## config.mk

```make
export PLATFORM = sky130hd
export DESIGN_NAME = ptw_ctrl
export DESIGN_NICKNAME = d
export VERILOG_FILES = /design/src/sv/ptw_pkg.sv /design/src/sv/ptw_ctrl.sv
export SDC_FILE = /design/constraint.sdc
export NUM_CORES = 1
export LEC_CHECK = 0
export BUFFER_PORTS_ARGS = -buffer_cell sky130_fd_sc_hd__buf_2
export CORE_AREA = 2 2 39 41
export DETAILED_ROUTE_END_ITERATION = 8
export DIE_AREA = 0 0 41 43
export MAX_ROUTING_LAYER = met4
export PLACE_DENSITY_LB_ADDON = 0.15
export REMOVE_ABC_BUFFERS = 1
export SLEW_MARGIN = 10
export SYNTH_ARGS = -nofsm -noshare
export SYNTH_HDL_FRONTEND = slang
export SYNTH_SLANG_ARGS = --single-unit
```

## constraint.sdc

```tcl
create_clock -name clk -period 2.6 [get_ports clk]
set_clock_uncertainty 0.2 [all_clocks]
set_input_delay 0.39 -clock clk [delete_from_list [all_inputs] [get_ports clk]]
set_output_delay 0.39 -clock clk [all_outputs]
set_load 0.005 [all_outputs]
```

## src/sv/ptw_pkg.sv

```systemverilog
// ptw_pkg: shared types and constants for the four-level page-table walker
// used by ptw_ctrl, ptw_datapath and four_level_page_table_walker
package ptw_pkg;

    localparam int TABLE_PAGES       = 16;
    localparam int ENTRIES_PER_TABLE = 512;
    localparam int STORE_WORDS       = TABLE_PAGES * ENTRIES_PER_TABLE;
    localparam int WORD_W            = $clog2(STORE_WORDS);
    localparam int PA_W              = 52;
    localparam int VA_W              = 48;
    localparam int DATA_W            = 64;
    localparam int IDX_W             = 9;
    localparam int LEVEL_W           = 2;
    localparam logic [PA_W-1:0] STORE_BYTES = PA_W'(STORE_WORDS * 8);

    localparam int ENTRY_PRESENT_BIT = 0;
    localparam int ENTRY_LARGE_BIT   = 7;

    localparam logic [LEVEL_W-1:0] LEVEL_PML4 = 2'd3;
    localparam logic [LEVEL_W-1:0] LEVEL_PDPT = 2'd2;
    localparam logic [LEVEL_W-1:0] LEVEL_PD   = 2'd1;
    localparam logic [LEVEL_W-1:0] LEVEL_PT   = 2'd0;

    // configuration register indexes
    localparam logic REG_ROOT = 1'b0;
    localparam logic REG_BASE = 1'b1;

    typedef enum logic [1:0] {
        CMD_WRITE     = 2'd0,
        CMD_READ      = 2'd1,
        CMD_TRANSLATE = 2'd2,
        CMD_UNMAP     = 2'd3
    } cmd_code_t;

    typedef enum logic [1:0] {
        ST_OK     = 2'd0,
        ST_ABSENT = 2'd1,
        ST_RANGE  = 2'd2
    } status_code_t;

    localparam logic [1:0] KIND_4K = 2'd0;
    localparam logic [1:0] KIND_2M = 2'd1;
    localparam logic [1:0] KIND_1G = 2'd2;

    typedef enum logic [2:0] {
        VAL_ZERO,
        VAL_READ,
        VAL_1G,
        VAL_2M,
        VAL_4K
    } val_sel_t;

    typedef enum logic [1:0] {
        S_IDLE,
        S_START,
        S_CHECK
    } state_t;

    // controller to datapath
    typedef struct packed {
        logic         capture;
        logic         mem_rd;
        logic         mem_wr;
        logic         wr_zero;
        logic         level_load;
        logic         level_dec;
        logic         from_entry;
        logic         finish;
        status_code_t fin_status;
        val_sel_t     val_sel;
    } ptw_cmd_t;

    // datapath to controller
    typedef struct packed {
        cmd_code_t          cmd;
        logic [LEVEL_W-1:0] level;
        logic               in_range;
        logic               present;
        logic               huge;
    } ptw_stat_t;

endpackage

```

## src/sv/ptw_ctrl.sv

```systemverilog
// ptw_ctrl: command sequencer for table access, walk and unmap
// depends on ptw_pkg; drives ptw_datapath
module ptw_ctrl
    import ptw_pkg::*;
(
    input  logic      clk,
    input  logic      rst_n,
    input  logic      in_valid,
    input  logic      can_finish,
    input  ptw_stat_t stat,
    output ptw_cmd_t  ctl,
    output logic      busy
);

    state_t state_reg;
    state_t state_next;
    logic   fin;
    logic   want_wr;

    always_ff @(posedge clk or negedge rst_n)
    begin
        if (!rst_n)
        begin
            state_reg <= S_IDLE;
        end
        else
        begin
            state_reg <= state_next;
        end
    end

    always_comb
    begin
        state_next     = state_reg;
        ctl            = '0;
        ctl.fin_status = ST_OK;
        ctl.val_sel    = VAL_ZERO;
        fin            = 1'b0;
        want_wr        = 1'b0;
        busy           = (state_reg != S_IDLE);

        unique case (state_reg)
            S_IDLE:
            begin
                if (in_valid)
                begin
                    ctl.capture = 1'b1;
                    state_next  = S_START;
                end
            end
            S_START:
            begin
                if (!stat.in_range)
                begin
                    fin            = 1'b1;
                    ctl.fin_status = ST_RANGE;
                end
                else if (stat.cmd == CMD_WRITE)
                begin
                    fin     = 1'b1;
                    want_wr = 1'b1;
                end
                else
                begin
                    ctl.mem_rd     = 1'b1;
                    ctl.level_load = (stat.cmd != CMD_READ);
                    state_next     = S_CHECK;
                end
            end
            S_CHECK:
            begin
                ctl.from_entry = 1'b1;
                if (stat.cmd == CMD_READ)
                begin
                    fin         = 1'b1;
                    ctl.val_sel = VAL_READ;
                end
                else if (!stat.present)
                begin
                    fin            = 1'b1;
                    ctl.fin_status = ST_ABSENT;
                end
                else if (stat.cmd == CMD_TRANSLATE && stat.huge
                         && stat.level == LEVEL_PDPT)
                begin
                    fin         = 1'b1;
                    ctl.val_sel = VAL_1G;
                end
                else if (stat.cmd == CMD_TRANSLATE && stat.huge
                         && stat.level == LEVEL_PD)
                begin
                    fin         = 1'b1;
                    ctl.val_sel = VAL_2M;
                end
                else if (stat.level == LEVEL_PT)
                begin
                    fin = 1'b1;
                    if (stat.cmd == CMD_TRANSLATE)
                    begin
                        ctl.val_sel = VAL_4K;
                    end
                    else
                    begin
                        want_wr     = 1'b1;
                        ctl.wr_zero = 1'b1;
                    end
                end
                else if (!stat.in_range)
                begin
                    fin            = 1'b1;
                    ctl.fin_status = ST_RANGE;
                end
                else
                begin
                    ctl.mem_rd    = 1'b1;
                    ctl.level_dec = 1'b1;
                end
            end
            default:
            begin
                state_next = S_IDLE;
            end
        endcase

        // hold until the output register is free
        if (fin && can_finish)
        begin
            ctl.finish = 1'b1;
            ctl.mem_wr = want_wr;
            state_next = S_IDLE;
        end
    end

endmodule

```

# Yosys cells after proc, flatten, opt, wreduce, memory -nomap -nowiden
# Index checks and enable logic that the tools add are counted.
# word_totals
regBits	2
in_bits	11
output_inout_bits	14
word_cells	75
# classes
n_eq_ne	11
muxes	54
reduce_logical	9
# op_table
op	n
$mux W1	31
$mux W2	11
$mux W3	7
$ne A3 B3 Y1 const B	3
$eq A2 B1 Y1 const B	3
$eq A2 B2 Y1 const B	3
$logic_not A2 Y1	3
$pmux W1 S2	3
$pmux W2 S3	1
$logic_and A1 B1 Y1	4
$pmux W2 S2	1
$reduce_and A4 Y1	1
$ne A2 B1 Y1 const B	1
$ne A2 B2 Y1 const B	1
$reduce_bool A2 Y1	1

# Logic depth before layout (Yosys ltp)
# depth
depth_word	11
depth_mapped	7
mapped_depth_nobuf	6

# Worst setup path before layout
# OpenSTA, ideal clock, no wires.
# synth_path
path_type	flip-flop to output port
start	reg state_reg[0]
end	out ctl[11] (netlist bit)
arrival_time_ns	1.407
t_required_ns	2.010
path_slack_ns	0.603
path_stages_with_launch	7
n_path_buf	1
cell_sequence	dfrtp_1 inv_1 ha_1 buf_2 nand2_1 nor4_2 o211a_1
# synth_rtl
item	line	source
start: declaration	ptw_ctrl.sv:15	state_t state_reg;
start signal: assignment	ptw_ctrl.sv:28	state_reg <= state_next;
end: declaration	ptw_ctrl.sv:11	output ptw_cmd_t ctl,

==> reports/qor.csv <==
metric,value,unit
Max-slew headroom,66.3,%
count of input and output buffers,24,
unrepaired setup endpoints after global routing,false,
critical path data required time,2.01,ns
sequential element share of the synthesized area,10.6,%
Starting Density,34.2,%
Synthesis Warnings,0,
overall overflow remaining after global route,0,
max-capacitance violation count,0,
number of failing hold endpoints at the final stage,0,
IO Pins,25,
Post-Synthesis Cells,63,
worst r2r dst,state_reg[0],
Inserted Clock Buffers,3,
arrival time of the worst setup path,1.77,ns
Post-Synthesis Cell Area,473,um2
top fanout value on the critical path,12,
number of flip-flops under the largest register name,2,
via count of the first global-routing pass,471,
total negative setup slack,0,ns
residual antenna-violating net count after detailed routing,0,
Die X-Extent,41,um
area of the core,1380,um2
fraction of final layout cells with drive strength greater than 1,39.3,%
Finish-stage setup viols,0,
R2R Setup Slk,0.73,ns
clock latency on the worst-skew pair,0.22,ns
Pleak,0.000339,uW
first-pass detailed-route iteration total,2,
power density over cell area,749,nW/um2
detailed-route DRC error count,0,
Die Outline Area,1760,um2
Max clock buf depth,2,
mean instance size in the synthesized netlist,7.51,um2
number of cells on the worst reg-to-reg path,6,
"IR drop worst, VDD",0.432,mV
via count normalized by instance count,5.35,
library cell used as clock root buffer,sky130_fd_sc_hd__clkbuf_4,
final setup slack of the worst path,0.240,ns
layout net count,105,
final hold slack,0.292,ns
Clock transition at path regs,0.03,ns
startpoint type of the worst setup path,flip-flop,
GR Util All Layers,14.9,%
CTS tree,yes,
number of placement rows,14,
fill cell total of the finished layout,142,
unique cell type count in the Yosys netlist,38,
gpl congestion,0.685,
1st-iter DRT viols,9,
status,"finished, final reports clean",
number of register bits inferred by synthesis,2,
height of the die,43,um
largest net degree at the start of global routing,13,
type of element capturing the critical path,primary output,
vias post-DR,562,
number of buffers added for setup after CTS,0,
fin crit share,90.8,%
first-pass GRT wire length,1.82,mm
Layout Area Growth over Synthesis,35.7,%
reg-to-reg critical path startpoint,state_reg[0],
Critical Setup Path Class,reg2out,
maximum clock frequency,0.424,GHz
pre-CTS setup slack,0.309,ns
clock period minus final worst setup slack,2.36,ns
Routed Wire Length,1.26,mm
total number of H-tree levels,1,
mean routed wirelength per cell,12.0,um
HPWL after detailed placement,986,um
number of antenna repair diodes,0,
final slew viol count,0,
sink count of the clock tree,2,
slew of the pin with the lowest slew margin,0.503,ns
Hold WC Path Type,in2async,
initial antenna violation count,0,
## per-layer routing
| metal | wire length, um | vias up | global-route usage, % |
|---|---|---|---|
| met4 | 17 | 0 | 6.00 |
| li1 | - | 286 | - |
| met5 | 0 | - | - |
| met2 | 591 | 18 | 23.8 |
| met1 | 580 | 256 | 18.3 |
| met3 | 67 | 2 | 1.57 |
## where the power goes
part	internal, uW	switching [uW]
clock	50.8	16.2
sequential	46.2	13.0
combinational	165	189
## cells by family (layout without fill, tap and decap cells)
family,count (synthesis),count (layout),share of synthesized area (%)
adders and majority gates,3,3,7.94
buffers and inverters,8,34,8.99
and+or+nand+nor,31,31,38.1
DFF,2,2,10.6
AOI/OAI and AO/OA,18,18,32.5
xor gates and xnor gates,1,1,1.85
## worst max path at each step
stage / cells past startpoint / slack, ns / endpoint / start
4_1_cts: 7 / 0.07 / ctl[10] / state_reg[0]
3_5_place_dp: 7 / 0.31 / ctl[10] / state_reg[0]
6_report: 7 / 0.24 / ctl[10] / state_reg[0]
2_1_floorplan: 6 / 0.56 / ctl[10] / state_reg[0]
3_3_place_gp: 7 / 0.35 / ctl[10] / state_reg[0]
5_1_grt: 7 / 0.03 / ctl[10] / state_reg[0]
## placed cells by master (no fill, tap or decap), types with 3 or more instances in the layout
cell type	Yosys	final
sky130_fd_sc_hd__nor2_1	4	4
sky130_fd_sc_hd__buf_2	1	24
sky130_fd_sc_hd__clkbuf_4	0	3
sky130_fd_sc_hd__nor3_1	4	4
sky130_fd_sc_hd__nand2_1	7	7
sky130_fd_sc_hd__inv_1	5	5
sky130_fd_sc_hd__o21ai_0	3	3
## cell type report
cell class	instances	area, um2	area share [%]
Sequential cell	2	50.0	7.80
Timing Repair Buffer	26	138	21.4
Clock buffer	3	22.5	3.51
Tap cell	16	20.0	3.12
Multi-Input combinational cell	53	393	61.2
Inverter	5	18.8	2.92
## cell usage after synthesis, drive strengths merged
library cell,count,area share (%)
and2b,2,3.7
a21boi,1,1.6
o211ai,1,1.6
a221oi,1,3.2
nand4bb,1,2.4
inv,5,4.0
buf,3,5.0
a311o,1,2.1
nor2b,1,1.3
and3b,1,1.9
dfrtp,2,11
nand3,2,2.1
nand4,1,1.3
o41ai,1,1.9
o21a,1,1.9
nor2,4,3.2
nand3b,1,1.6
a211o,1,1.9
a2111o,1,2.4
a21oi,1,1.1
o21ai,4,4.2
and2,2,2.6
ha,3,7.9
nor3,4,4.2
nor4,1,2.6
and3,2,2.6
nand2,7,5.6
o221a,1,2.4
o211a,2,4.2
or2,1,1.3
nor3b,1,1.6
a211oi,1,1.6
a22oi,1,2.6
xnor2,1,1.9
## through the flow
stage	util, %	area (um2)	instances	total power, uW
detailed placement	43.1	597	101	399
finish	46.4	642	105	481
global placement	43.1	597	101	397
CTS	45.5	629	105	472
floorplan	-	449	60	289
global route	46.4	642	105	533
## critical path: stages (launching register included)
cell and delay, ns:
sky130_fd_sc_hd__dfrtp_1 0.40, sky130_fd_sc_hd__inv_1 0.13, sky130_fd_sc_hd__ha_4 0.23, sky130_fd_sc_hd__nand4bb_1 0.21, sky130_fd_sc_hd__a211oi_1 0.25, sky130_fd_sc_hd__nor2_1 0.08
sky130_fd_sc_hd__nor3_1 0.12, sky130_fd_sc_hd__buf_2 0.13
## repair_timing
item | in CTS | in global routing
endpoints found under the hold margin | 2 | 0
gates resized for setup | 0 | 2
setup endpoints to repair | 0 | 4
hold buffers | 1 | 0
(Power assumes the default switching activity.)
